**src/hw/rtl/nsdp_pkg.sv**
```systemverilog
// shared types, constants and the rate function of the container stream demultiplexer
package nsdp_pkg;

  localparam int unsigned MAX_SECTION_DEF = 32768;

  localparam logic [31:0] SYNC_FULL = 32'h4E535673;
  localparam logic [15:0] SYNC_SHORT = 16'hEFBE;
  localparam logic [31:0] CODE_NONE = 32'h454E4F4E;
  localparam logic [31:0] CODE_H264 = 32'h34363248;

  localparam logic [2:0] KIND_HEADER = 3'd1;
  localparam logic [2:0] KIND_VIDEO  = 3'd2;
  localparam logic [2:0] KIND_AUDIO  = 3'd3;
  localparam logic [2:0] KIND_AUX    = 3'd4;
  localparam logic [2:0] KIND_RESYNC = 3'd5;

  localparam logic [2:0] PH_HUNT    = 3'd0;
  localparam logic [2:0] PH_HDR     = 3'd1;
  localparam logic [2:0] PH_SHORT   = 3'd2;
  localparam logic [2:0] PH_AUXSIZE = 3'd3;
  localparam logic [2:0] PH_AUXCODE = 3'd4;
  localparam logic [2:0] PH_AUXDATA = 3'd5;
  localparam logic [2:0] PH_VIDEO   = 3'd6;
  localparam logic [2:0] PH_AUDIO   = 3'd7;

  // classified event handed from the front to the back
  typedef struct packed {
    logic [2:0]  kind;
    logic [7:0]  payload;
    logic        last;
    logic        count_slice;
    logic [63:0] hdr0;
    logic [63:0] hdr1;
    logic [31:0] chunk_code;
  } evt_t;

  typedef struct packed {
    logic [2:0]  kind;
    logic [7:0]  payload;
    logic        last;
    logic [31:0] video_code;
    logic [31:0] audio_code;
    logic [15:0] width;
    logic [15:0] height;
    logic [18:0] rate_num;
    logic [13:0] rate_den;
    logic signed [15:0] sync_ms;
    logic [31:0] aux_code;
    logic [31:0] frame_count;
  } res_t;

  // frame rate code to numerator and denominator
  function automatic logic [32:0] rate_of(input logic [7:0] r);
    logic [4:0]  t;
    logic [18:0] n;
    logic [13:0] d;
    logic [18:0] base;
    t = r[6:2];
    n = {11'd0, r};
    d = 14'd1;
    if (r[7]) begin
      if (t < 5'd16) begin
        base = 19'd1;
        d = {9'd0, t} + 14'd1;
      end else begin
        base = {14'd0, t} - 19'd15;
      end
      unique case (r[1:0])
        2'd0: n = 19'(base * 19'd30);
        2'd1: begin
          n = 19'(base * 19'd30000);
          d = 14'(d * 14'd1001);
        end
        2'd2: n = 19'(base * 19'd25);
        default: begin
          n = 19'(base * 19'd24000);
          d = 14'(d * 14'd1001);
        end
      endcase
    end
    return {n, d};
  endfunction

endpackage

```
**src/hw/rtl/nsdp_stream_if.sv**
```systemverilog
// valid/ready stream interface
interface nsdp_stream_if #(parameter type T = logic [7:0]);
  logic valid;
  logic ready;
  T     data;
  modport source (output valid, output data, input ready);
  modport sink (input valid, input data, output ready);
endinterface

```
**src/hw/rtl/nsdp_front.sv**
```systemverilog
// byte parser: tracks the container layout and classifies each byte
module nsdp_front #(
  parameter int unsigned MAX_SECTION = nsdp_pkg::MAX_SECTION_DEF
) (
  input  logic                clk,
  input  logic                rst_n,
  input  logic                in_valid,
  output logic                in_ready,
  input  logic [7:0]          in_data_byte,
  output logic                evt_valid,
  input  logic                evt_ready,
  output nsdp_pkg::evt_t      evt_data
);
  logic [31:0] sync_r, sync_nxt;
  logic [2:0]  phase_r, phase_nxt;
  logic [4:0]  idx_r, idx_nxt;
  logic [63:0] hdr0_r, hdr0_nxt, hdr1_r, hdr1_nxt;
  logic [3:0]  aux_r, aux_nxt;
  logic [19:0] vid_r, vid_nxt;
  logic [15:0] aud_r, aud_nxt;
  logic [15:0] chk_r, chk_nxt;
  logic        need_r, need_nxt;
  logic [31:0] code_r, code_nxt;
  logic        fire, emit;
  nsdp_pkg::evt_t ev;
  logic [31:0] sh;
  logic [15:0] csize;
  logic [20:0] cost;
  logic [19:0] aud_full;

  assign in_ready = evt_ready;
  assign fire = in_valid && in_ready;
  assign sh = {sync_r[23:0], in_data_byte};
  assign csize = {in_data_byte, chk_r[7:0]};
  assign cost = 21'd6 + {5'd0, chk_r};
  assign aud_full = {4'd0, in_data_byte, aud_r[7:0]};

  function automatic logic passes(input logic ns, input logic [31:0] c);
    return !ns && c != 32'd0 && c != nsdp_pkg::CODE_NONE;
  endfunction

  always_comb begin
    logic [2:0] sec;
    logic [19:0] v1;
    logic [15:0] a1, c1;
    sync_nxt = sync_r; phase_nxt = phase_r; idx_nxt = idx_r;
    hdr0_nxt = hdr0_r; hdr1_nxt = hdr1_r; aux_nxt = aux_r; vid_nxt = vid_r;
    aud_nxt = aud_r; chk_nxt = chk_r; need_nxt = need_r; code_nxt = code_r;
    emit = 1'b0;
    ev = '0;
    sec = nsdp_pkg::PH_HUNT;
    v1 = vid_r; a1 = aud_r; c1 = chk_r;
    unique case (phase_r)
      nsdp_pkg::PH_HUNT: begin
        sync_nxt = sh;
        if (sh == nsdp_pkg::SYNC_FULL) begin
          phase_nxt = nsdp_pkg::PH_HDR; idx_nxt = 5'd0;
        end else if (sh[15:0] == nsdp_pkg::SYNC_SHORT) begin
          phase_nxt = nsdp_pkg::PH_SHORT; idx_nxt = 5'd15;
        end
      end
      nsdp_pkg::PH_HDR, nsdp_pkg::PH_SHORT: begin
        idx_nxt = idx_r + 5'd1;
        if (idx_r < 5'd8) hdr0_nxt[idx_r[2:0]*8 +: 8] = in_data_byte;
        else if (idx_r < 5'd15) hdr1_nxt[idx_r[2:0]*8 +: 8] = in_data_byte;
        else if (idx_r == 5'd15) begin
          aux_nxt = in_data_byte[3:0]; vid_nxt = {16'd0, in_data_byte[7:4]};
        end else if (idx_r == 5'd16) vid_nxt = vid_r | {8'd0, in_data_byte, 4'd0};
        else if (idx_r == 5'd17) vid_nxt = vid_r | {in_data_byte, 12'd0};
        else if (idx_r == 5'd18) aud_nxt = {8'd0, in_data_byte};
        else begin
          aud_nxt = aud_full[15:0];
          sync_nxt = '0; idx_nxt = 5'd0; emit = 1'b1;
          if (vid_r > 20'(MAX_SECTION)) begin
            aux_nxt = '0; vid_nxt = '0; aud_nxt = '0; chk_nxt = '0;
            phase_nxt = nsdp_pkg::PH_HUNT;
            ev.kind = nsdp_pkg::KIND_RESYNC;
          end else begin
            if (phase_r == nsdp_pkg::PH_HDR && (vid_r != 20'd0 || aud_full != 20'd0))
              need_nxt = 1'b0;
            if (aux_r != 4'd0) phase_nxt = nsdp_pkg::PH_AUXSIZE;
            else if (vid_r != 20'd0) phase_nxt = nsdp_pkg::PH_VIDEO;
            else if (aud_full != 20'd0) phase_nxt = nsdp_pkg::PH_AUDIO;
            else phase_nxt = nsdp_pkg::PH_HUNT;
            ev.kind = nsdp_pkg::KIND_HEADER;
          end
        end
      end
      nsdp_pkg::PH_AUXSIZE: begin
        if (idx_r == 5'd0) begin
          chk_nxt = {8'd0, in_data_byte}; idx_nxt = 5'd1;
        end else begin
          chk_nxt = csize;
          if (csize > 16'(MAX_SECTION)) begin
            aux_nxt = '0; vid_nxt = '0; aud_nxt = '0; chk_nxt = '0; sync_nxt = '0;
            phase_nxt = nsdp_pkg::PH_HUNT; idx_nxt = 5'd0; emit = 1'b1;
            ev.kind = nsdp_pkg::KIND_RESYNC;
          end else begin
            code_nxt = '0; phase_nxt = nsdp_pkg::PH_AUXCODE; idx_nxt = 5'd0;
          end
        end
      end
      nsdp_pkg::PH_AUXCODE: begin
        code_nxt[idx_r[1:0]*8 +: 8] = in_data_byte;
        if (idx_r < 5'd3) idx_nxt = idx_r + 5'd1;
        else begin
          v1 = ({1'b0, vid_r} > cost) ? 20'({1'b0, vid_r} - cost) : 20'd0;
          vid_nxt = v1;
          aux_nxt = (aux_r != 4'd0) ? aux_r - 4'd1 : 4'd0;
          idx_nxt = 5'd0;
          if (chk_r == 16'd0) begin
            if (aux_nxt != 4'd0) phase_nxt = nsdp_pkg::PH_AUXSIZE;
            else if (v1 != 20'd0) phase_nxt = nsdp_pkg::PH_VIDEO;
            else if (aud_r != 16'd0) phase_nxt = nsdp_pkg::PH_AUDIO;
            else phase_nxt = nsdp_pkg::PH_HUNT;
          end else phase_nxt = nsdp_pkg::PH_AUXDATA;
        end
      end
      nsdp_pkg::PH_AUXDATA, nsdp_pkg::PH_VIDEO, nsdp_pkg::PH_AUDIO: begin
        if (phase_r == nsdp_pkg::PH_AUXDATA) begin
          c1 = (chk_r != 16'd0) ? chk_r - 16'd1 : 16'd0;
          chk_nxt = c1;
          ev.last = (c1 == 16'd0);
          ev.kind = nsdp_pkg::KIND_AUX;
          emit = passes(need_r, code_r);
        end else if (phase_r == nsdp_pkg::PH_VIDEO) begin
          v1 = (vid_r != 20'd0) ? vid_r - 20'd1 : 20'd0;
          vid_nxt = v1;
          ev.last = (v1 == 20'd0);
          ev.kind = nsdp_pkg::KIND_VIDEO;
          emit = passes(need_r, hdr0_r[31:0]);
          ev.count_slice = hdr0_r[31:0] == nsdp_pkg::CODE_H264;
        end else begin
          a1 = (aud_r != 16'd0) ? aud_r - 16'd1 : 16'd0;
          aud_nxt = a1;
          ev.last = (a1 == 16'd0);
          ev.kind = nsdp_pkg::KIND_AUDIO;
          emit = passes(need_r, hdr0_r[63:32]);
        end
        if (ev.last) begin
          if (aux_r != 4'd0) sec = nsdp_pkg::PH_AUXSIZE;
          else if (v1 != 20'd0) sec = nsdp_pkg::PH_VIDEO;
          else if (a1 != 16'd0) sec = nsdp_pkg::PH_AUDIO;
          phase_nxt = sec; idx_nxt = 5'd0;
        end
        ev.payload = in_data_byte;
      end
      default: phase_nxt = nsdp_pkg::PH_HUNT;
    endcase
    ev.hdr0 = hdr0_nxt;
    ev.hdr1 = hdr1_nxt;
    ev.chunk_code = code_nxt;
  end

  always_ff @(posedge clk) begin
    if (!rst_n) begin
      sync_r <= '0; phase_r <= nsdp_pkg::PH_HUNT; idx_r <= '0;
      hdr0_r <= '0; hdr1_r <= '0; aux_r <= '0; vid_r <= '0; aud_r <= '0;
      chk_r <= '0; need_r <= 1'b1; code_r <= '0; evt_valid <= 1'b0;
    end else begin
      if (evt_ready) evt_valid <= fire && emit;
      if (fire) begin
        sync_r <= sync_nxt; phase_r <= phase_nxt; idx_r <= idx_nxt;
        hdr0_r <= hdr0_nxt; hdr1_r <= hdr1_nxt; aux_r <= aux_nxt;
        vid_r <= vid_nxt; aud_r <= aud_nxt; chk_r <= chk_nxt;
        need_r <= need_nxt; code_r <= code_nxt;
      end
    end
  end

  always_ff @(posedge clk) begin
    if (fire && emit && evt_ready) evt_data <= ev;
  end
endmodule

```
**src/hw/rtl/nsdp_back.sv**
```systemverilog
// result builder: slice counting, rate decode and output register
module nsdp_back (
  input  logic                clk,
  input  logic                rst_n,
  input  logic                evt_valid,
  output logic                evt_ready,
  input  nsdp_pkg::evt_t      evt_data,
  output logic                res_valid,
  input  logic                res_ready,
  output nsdp_pkg::res_t      res_data
);
  logic [39:0] hist_r, hist_nxt;
  logic [31:0] frames_r, frames_nxt;
  logic [32:0] rate;
  logic        take;

  assign evt_ready = !res_valid || res_ready;
  assign take = evt_valid && evt_ready;
  assign rate = nsdp_pkg::rate_of(evt_data.hdr1[39:32]);

  always_comb begin
    hist_nxt = hist_r;
    frames_nxt = frames_r;
    if (evt_data.count_slice) begin
      hist_nxt = {hist_r[31:0], evt_data.payload};
      if (hist_nxt[39:16] == 24'd1 && (hist_nxt[12:8] == 5'd1 || hist_nxt[12:8] == 5'd5)
          && hist_nxt[7])
        frames_nxt = frames_r + 32'd1;
    end
  end

  always_ff @(posedge clk) begin
    if (!rst_n) begin
      hist_r <= '0; frames_r <= '0; res_valid <= 1'b0;
    end else begin
      if (evt_ready) res_valid <= evt_valid;
      if (take) begin
        hist_r <= hist_nxt; frames_r <= frames_nxt;
      end
    end
  end

  always_ff @(posedge clk) begin
    if (take) begin
      res_data.kind <= evt_data.kind;
      res_data.payload <= evt_data.payload;
      res_data.last <= evt_data.last;
      res_data.video_code <= evt_data.hdr0[31:0];
      res_data.audio_code <= evt_data.hdr0[63:32];
      res_data.width <= evt_data.hdr1[15:0];
      res_data.height <= evt_data.hdr1[31:16];
      res_data.rate_num <= rate[32:14];
      res_data.rate_den <= rate[13:0];
      res_data.sync_ms <= evt_data.hdr1[55:40];
      res_data.aux_code <= evt_data.chunk_code;
      res_data.frame_count <= frames_nxt;
    end
  end
endmodule

```
**src/hw/rtl/nsv_stream_demux_parser_top.sv**
```systemverilog
// top level of the container stream demultiplexer
// One byte enters per clock while the output is not stalled: the front parses the byte and
// writes at most one classified transaction into a one-entry event register, the back
// adds the slice count and rate decode and holds the result in an output register.
// Each byte's result passes both registers in turn; a stalled output stalls input.
module nsv_stream_demux_parser_top #(
  parameter int unsigned MAX_SECTION = nsdp_pkg::MAX_SECTION_DEF
) (
  input  logic clk,
  input  logic rst_n,
  nsdp_stream_if.sink   in_ch,
  nsdp_stream_if.source out_ch
);
  logic           evt_valid, evt_ready;
  nsdp_pkg::evt_t evt_data;

  // front: header/section tracking
  nsdp_front #(.MAX_SECTION(MAX_SECTION)) u_front (
    .clk, .rst_n,
    .in_valid(in_ch.valid), .in_ready(in_ch.ready), .in_data_byte(in_ch.data),
    .evt_valid, .evt_ready, .evt_data
  );

  // back: result assembly
  nsdp_back u_back (
    .clk, .rst_n,
    .evt_valid, .evt_ready, .evt_data,
    .res_valid(out_ch.valid), .res_ready(out_ch.ready), .res_data(out_ch.data)
  );
endmodule

```
**src/flat_wrapper.sv**
```systemverilog
// flat-port wrapper written by rule: the top's interface ports become plain ports
module nsv_stream_demux_parser_top_flat 
#(
  parameter int unsigned MAX_SECTION = nsdp_pkg::MAX_SECTION_DEF
)
  (clk, rst_n, in_ch_valid, in_ch_data, in_ch_ready, out_ch_valid, out_ch_data, out_ch_ready);
  nsdp_stream_if #(.T(logic [7:0])) in_ch_i ();
  nsdp_stream_if #(.T(nsdp_pkg::res_t)) out_ch_i ();
  input  logic clk;
  input  logic rst_n;
  input wire logic [$bits(in_ch_i.valid)-1:0] in_ch_valid;
  input wire logic [$bits(in_ch_i.data)-1:0] in_ch_data;
  output wire logic [$bits(in_ch_i.ready)-1:0] in_ch_ready;
  output wire logic [$bits(out_ch_i.valid)-1:0] out_ch_valid;
  output wire logic [$bits(out_ch_i.data)-1:0] out_ch_data;
  input wire logic [$bits(out_ch_i.ready)-1:0] out_ch_ready;
  assign in_ch_i.valid = in_ch_valid;
  assign in_ch_i.data = in_ch_data;
  assign in_ch_ready = in_ch_i.ready;
  assign out_ch_valid = out_ch_i.valid;
  assign out_ch_data = out_ch_i.data;
  assign out_ch_i.ready = out_ch_ready;
  nsv_stream_demux_parser_top #(.MAX_SECTION(MAX_SECTION)) u_core (.clk(clk), .rst_n(rst_n), .in_ch(in_ch_i), .out_ch(out_ch_i));
endmodule
```
**config.mk**
```make
export PLATFORM = sky130hd
export DESIGN_NAME = nsv_stream_demux_parser_top_flat
export DESIGN_NICKNAME = d
export VERILOG_FILES = /design/src/hw/rtl/nsdp_pkg.sv /design/src/hw/rtl/nsdp_stream_if.sv /design/src/hw/rtl/nsdp_front.sv /design/src/hw/rtl/nsdp_back.sv /design/src/hw/rtl/nsv_stream_demux_parser_top.sv /design/src/flat_wrapper.sv
export SDC_FILE = /design/constraint.sdc
export NUM_CORES = 1
export LEC_CHECK = 0
export ABC_CLOCK_PERIOD_IN_PS = 20100
export BUFFER_PORTS_ARGS = -buffer_cell sky130_fd_sc_hd__buf_2
export CAP_MARGIN = 30
export CORE_MARGIN = 2
export CORE_UTILIZATION = 45
export CTS_CLUSTER_SIZE = 8
export DETAILED_ROUTE_END_ITERATION = 10
export GPL_ROUTABILITY_DRIVEN = 0
export GPL_TIMING_DRIVEN = 0
export PLACE_DENSITY_LB_ADDON = 0.08
export SLEW_MARGIN = 20
export SYNTH_ARGS = -nofsm -noshare
export SYNTH_HDL_FRONTEND = slang
export SYNTH_SLANG_ARGS = --single-unit
```
**constraint.sdc**
```tcl
create_clock -name clk -period 20.1 [get_ports clk]
set_input_delay 1.005 -clock clk [delete_from_list [all_inputs] [get_ports clk]]
set_output_delay 1.005 -clock clk [all_outputs]
set_load 0.01 [all_outputs]
```
* Yosys cells after proc, flatten, opt, wreduce, memory -nomap -nowiden *
Cells that the tools add are included.

operators by class
  equality and inequality tests = 43
  multiply operators = 5
  bitwise logic cells = 11
  order comparisons = 7
  multiplexer cells = 145
  reduce and logical (&&, ||, !) cells = 56
  shifts and indexed selects = 4
  add/sub/neg operators = 12

operator list
  cell                                                                      number
  16-bit two-way mux                                                        24
  64-bit two-way mux                                                        5
  20-bit two-way mux                                                        15
  24-bit two-way mux                                                        8
  64-bit bitwise mux                                                        2
  32-bit two-way mux                                                        4
  3-bit two-way mux                                                         33
  32-bit by 31-bit != test with 1-bit output (second input constant)        3
  16-bit one-hot mux with 3 select lines                                    2
  32-bit nonzero test                                                       3
  20-bit one-hot mux with 4 select lines                                    1
  20-bit nonzero test                                                       4
  24-bit one-hot mux with 3 select lines                                    1
  32-bit one-hot mux with 2 select lines                                    1
  8-bit by 34-bit variable shift with 64-bit output (first input constant)  1
  8-bit by 34-bit variable part select with 64-bit output                   1
  19-bit one-hot mux with 3 select lines                                    1
  5-bit two-way mux                                                         10
  16-bit logical NOT                                                        3
  16-bit nonzero test                                                       3
  4-bit two-way mux                                                         11
  10-bit AND reduction                                                      4
  19-bit two-way mux                                                        2
  5-bit negation with 34-bit output                                         1
  67 further kinds                                                          140

word-level totals
  word-level logic and storage cells = 320
  register bits after elaboration = 701
  output and inout bits = 223
  bits of input ports = 12

* Longest topological paths before layout *
  depth in word-level cells = 12
  depth in mapped cells = 21
  gate-level depth less buffers = 21

* By module *
From an unflattened synthesis, not the netlist that was laid out.

unflattened totals
  cell total of the unflattened synthesis = 3,680
  area, all modules = 36,620.1 µm²

by module, submodules not included
  module      area each (µm²)  seq. area each (µm²)  cells an instance  instances
  nsdp_front  21,988.6         10,199.8              2,473              1
  nsdp_back   14,631.5         7,937.6               1,207              1

* Worst setup path before layout *
Ideal clock, no wire load.

  path type = reg-to-reg
  start = reg u_core.u_front.idx_r[0]
  end = reg u_core.u_front.evt_valid
  path buffers = 2
  period minus slack after synthesis = 14,626 ps
  library setup time = 110 ps
  slack = 5,474 ps
  cell stages (with the launch flop) = 14
  required time = 19,990 ps
  arrival time = 14,517 ps
  cell sequence = dfxtp_1 > clkbuf_1 > clkinv_1 > ha_1 > clkbuf_1 > or2_2 > a21oi_1 > o21a_1 > and2_1 > inv_1 > o21ai_0 > a21oi_1 > nor3_1 > o21a_1

on the way
  cells in the longest elaborated chain, start to end = 9
  elaborated cells on any way between the ends = 16
  classes of those cells = order compare (2); eq/ne (4); mux (8); reduce/logical (2)

ends and longest elaborated chain
  item                                       RTL line           RTL
  start, declared                            nsdp_front.sv:16   logic [4:0] idx_r, idx_nxt;
  start signal, assigned                     nsdp_front.sv:163  sync_r <= sync_nxt; phase_r <= phase_nxt; idx_r <= idx_nxt;
  5-bit equality test                        nsdp_front.sv:70   else if (idx_r == 5'd18) aud_nxt = {8'd0, in_data_byte};
  1-bit two-way mux                          nsdp_front.sv:70
  1-bit two-way mux                          nsdp_front.sv:69   else if (idx_r == 5'd17) vid_nxt = vid_r | {in_data_byte, 12'd0};
  1-bit two-way mux                          nsdp_front.sv:68   end else if (idx_r == 5'd16) vid_nxt = vid_r | {8'd0, in_data_byte, 4'd0};
  1-bit two-way mux                          nsdp_front.sv:66   else if (idx_r == 5'd15) begin
  1-bit two-way mux                          nsdp_front.sv:65   else if (idx_r < 5'd15) hdr1_nxt[idx_r[2:0]*8 +: 8] = in_data_byte;
  1-bit two-way mux                          nsdp_front.sv:64   if (idx_r < 5'd8) hdr0_nxt[idx_r[2:0]*8 +: 8] = in_data_byte;
  1-bit one-hot mux with 3 select lines (*)  nsdp_front.sv:53   unique case (phase_r)
  1-bit logical AND (*)                      nsdp_front.sv:161  if (evt_ready) evt_valid <= fire && emit;
  end signal, assigned                       nsdp_front.sv:161
  end, declared                              nsdp_front.sv:10   output logic evt_valid,

Mark *: on every way between the ends. The rest lies on a longest branch, timed or not.
A chain may end at the register's enable or synchronous reset.

* Final worst setup path *
  start = reg u_core.u_front.evt_data[70] (netlist name)
  end = reg u_core.u_back.res_data[112] (netlist name), data pin

on the way
  cells in the longest elaborated chain, start to end = 5
  elaborated cells on any way between the ends = 9
  classes of those cells = add/sub (1); mul (4); order compare (1); mux (3)

ends and longest elaborated chain
  item                                                                                              RTL line                        RTL
  5-bit by 4-bit subtractor with 6-bit output / 5-bit less-than comparator (equally long branches)  nsdp_pkg.sv:66, nsdp_pkg.sv:62
  19-bit two-way mux (*)                                                                            nsdp_pkg.sv:62                  if (t < 5'd16) begin
  19-bit two-way mux (*)                                                                            nsdp_pkg.sv:61                  if (r[7]) begin
  19-bit by 9-bit multiplier with 13-bit output, or another cell as far along                       nsdp_pkg.sv:76                  n = 19'(base * 19'd24000);
  19-bit one-hot mux with 3 select lines (*)                                                        nsdp_pkg.sv:68                  unique case (r[1:0])
  end, declared                                                                                     nsdp_back.sv:10                 output nsdp_pkg::res_t res_data

Mark *: on every way between the ends. The rest lies on a longest branch, timed or not. The select of a mux whose other input is x is not followed.

==> results.sh <==
export IMPL_status="finished, final reports clean"
export IMPL_wl_per_cell_um=21.2
export IMPL_fp_coreArea_mm2=0.0777
export IMPL_period_share=0.295
export IMPL_yosysMostFrequentCell="nand2_1"
export IMPL_cp_required_ps=20450
export IMPL_syn_area_mm2=0.0354
export IMPL_cts_root_buffer="clkbuf_16"
export IMPL_io_buffers=231
export IMPL_synth_top_area_share=0.327
export IMPL_hold_violations=0
export IMPL_grt_ovfl_total=0
export IMPL_leakage_nw=15.5
export IMPL_placed_area_mm2=0.0384
export IMPL_synth_ff_type="edfxtp_1"
export IMPL_boundaryPins=235
export IMPL_holdWs_ps=397
export IMPL_place_hpwl_um=81800
export IMPL_synth_seq_cells=693
export IMPL_cts_htree_levels=3
export IMPL_endpoint_kind="flop"
export IMPL_worst_pin_slew_ps=1080
export IMPL_powerDensity_mw_per_mm2=76.9
export IMPL_synth_cell_types=88
export IMPL_synthArstFlopShare=0
export IMPL_drive_gt1_frac=0.121
export IMPL_first_pass_iters=6
export IMPL_drc=0
export IMPL_cts_buffers=97
export IMPL_die_h_um=284
export IMPL_syn_area_per_cell_um2=9.73
export IMPL_finClkSkew_ps=63.6
export IMPL_die_w_um=284
export IMPL_drtIter0Drc=2794
export IMPL_core_rowCount=102
export IMPL_via_per_inst=5.65
export IMPL_ctsHoldBuffers=0
export IMPL_fin_nets=4250
export IMPL_synth_edf_count=386
export IMPL_area_growth_pct=16.8
export IMPL_post_cts_buffers=0
export IMPL_synthTopCellsByCount="nand2_1 (483), edfxtp_1 (386), nor2_1 (348), dfxtp_1 (307), a21oi_1 (274)"
export IMPL_ys_warn_count=0
export IMPL_max_slew_margin=0.279
export IMPL_die_area_mm2=0.0809
export IMPL_start_util=0.455
export IMPL_fin_setup_tns_ps=0
export IMPL_dp_cells=4974
export IMPL_track_usage=0.264
export IMPL_final_area_mm2=0.0413
export IMPL_clock_path_buffers=3
export IMPL_path_class="flop to flop"
export IMPL_cts_resized=0
export IMPL_setup_viol=0
export IMPL_synth_top_area_cell="edfxtp_1"
export IMPL_drv_cap=0
export IMPL_arrival_ps=6270
export IMPL_rsz0062_at_grt="false"
export IMPL_cts_tree="built"
export IMPL_grt_max_degree=53
export IMPL_synth_area_leaders="edfxtp_1 (33%), dfxtp_1 (17%), nand2_1 (5.1%)"
export IMPL_layout_min_cycle_time_ps=5920
export IMPL_slew_violations=0
export IMPL_clock_sinks=693
export IMPL_grt_pass1_wl_um=165000
export IMPL_clkTransAtPathRegs_ps=50
export IMPL_num_vias=29100
export IMPL_post_layout_nonfiller_instances=5154
export IMPL_grt_pass1_vias=27300
export IMPL_crit_fanout=8
export IMPL_irDropWorstVdd_uv=64.5
export IMPL_routed_wl_um=109000
export IMPL_ys_seq_area_frac=0.501
export IMPL_clk_latency_ps=660
export IMPL_max_freq_mhz=169
export IMPL_start_kind="flop"
export IMPL_syn_inst=3637
export IMPL_hold_path_class="flop to flop"
export IMPL_antenna_found_initial=6
export IMPL_detail_route_antenna_nets=0
export IMPL_finalPower_mw=3.18
==> state kept, by name, indices dropped and copies added (netlist names) <==
name and cells:
u_core.u_front.phase_r 3, u_core.u_back.hist_r 32, u_core.u_front.evt_valid 1, u_core.u_front.aux_r 4
u_core.u_front.evt_data 165, u_core.u_front.chk_r 16, u_core.u_front.code_r 32, u_core.u_back.res_data 221
u_core.u_front.hdr1_r 56, u_core.u_back.frames_r 32, u_core.u_front.sync_r 24, u_core.u_front.aud_r 16
u_core.u_front.need_r 1, u_core.u_front.idx_r 5, u_core.u_back.res_valid 1, u_core.u_front.vid_r 20
u_core.u_front.hdr0_r 64
==> cells in the final DEF, fill, tap and decap left out, types with 17 or more instances in the layout <==
master,count
a211oi_1,46
a21o_1,26
a21oi_1,274
a22o_1,18
a22oi_1,18
and2_1,40
and3_1,32
buf_2,238
buf_4,17
clkbuf_1,271
clkbuf_16,97
conb_1,33
dfxtp_1,307
edfxtp_1,386
fa_1,58
ha_1,142
inv_1,175
mux2_2,74
nand2_1,483
nand2b_1,20
nand3_1,96
nand4_1,48
nor2_1,348
nor2b_1,25
nor3_1,142
nor4_1,63
o21a_1,18
o21ai_0,159
or3_1,29
xnor2_1,65
xor2_1,65
==> final cells by class <==
type | count | area [µm²]
fill | 7132 | 36400
sequential | 693 | 17700
multi-input combinational | 2579 | 16300
clock buffer | 167 | 2730
timing repair buffer | 271 | 1590
tap | 1040 | 1300
buffer | 219 | 837
inverter | 177 | 664
clock inverter | 7 | 169
antenna | 1 | 2.50
==> report_power, final <==
part	switching [mW]	leakage [nW]	internal, mW
clock	0.619	1.37	0.920
sequential	0.00777	5.91	1.50
combinational	0.0921	8.23	0.0438
total	0.719	15.5	2.46
==> final timing paths <==
kind / start / to / slack (ps) / cells after the start
setup / recovery: u_core.u_front.evt_data[70] / u_core.u_back.res_data[112] / 14180 / 21
hold / removal: u_core.u_front.evt_data[135] / u_core.u_back.res_data[152] / 400 / 0
setup reg to reg: u_core.u_front.evt_data[70] / u_core.u_back.res_data[112] / 14180 / 21
hold reg to reg: u_core.u_front.evt_data[135] / u_core.u_back.res_data[152] / 400 / 0
==> stage by stage <==
stage / setup slack (ps) / util
finish: 14180 / 0.532
global route: 13700 / 0.532
CTS: 14240 / 0.532
detailed placement: 14220 / 0.494
global placement: -1390 / 0.489
floorplan: 5470 / -
==> routing by layer <==
layer,routed length (µm),track usage,vias to the layer above
met5,46,0,-
met4,4010,0.100,8
met3,7620,0.0414,227
li1,-,-,13800
met2,49700,0.415,1127
met1,48000,0.366,14000
==> logic make-up (layout without fill, tap and decap cells) <==
group           count (synthesis)  count (layout)  share of synthesized area
simple gates                 1406            1406                      0.186
compound gates                721             721                      0.127
flops                         693             693                      0.501
buf+inv                       396             841                     0.0423
fa+ha+maj                     201             201                     0.0833
xor+xnor                      130             130                     0.0322
mux                            88              88                     0.0279
other cells                     2              34                   0.000212
==> worst max-delay path, cell delays in order (launching register included) <==
cell and delay [ps]:
edfxtp_1 320, clkbuf_1 270, inv_1 180, nor2_1 810, inv_1 300, fa_1 590
inv_1 40, ha_1 320, ha_1 290, inv_1 50, fa_1 530, inv_1 70
fa_1 460, a21oi_1 140, o21bai_1 110, a21o_1 190, a21oi_1 210, o21bai_1 90
a21oi_1 170, xnor2_1 150, a32oi_1 210, o41ai_1 110
Note: power is estimated with default switching activity, not from simulation.
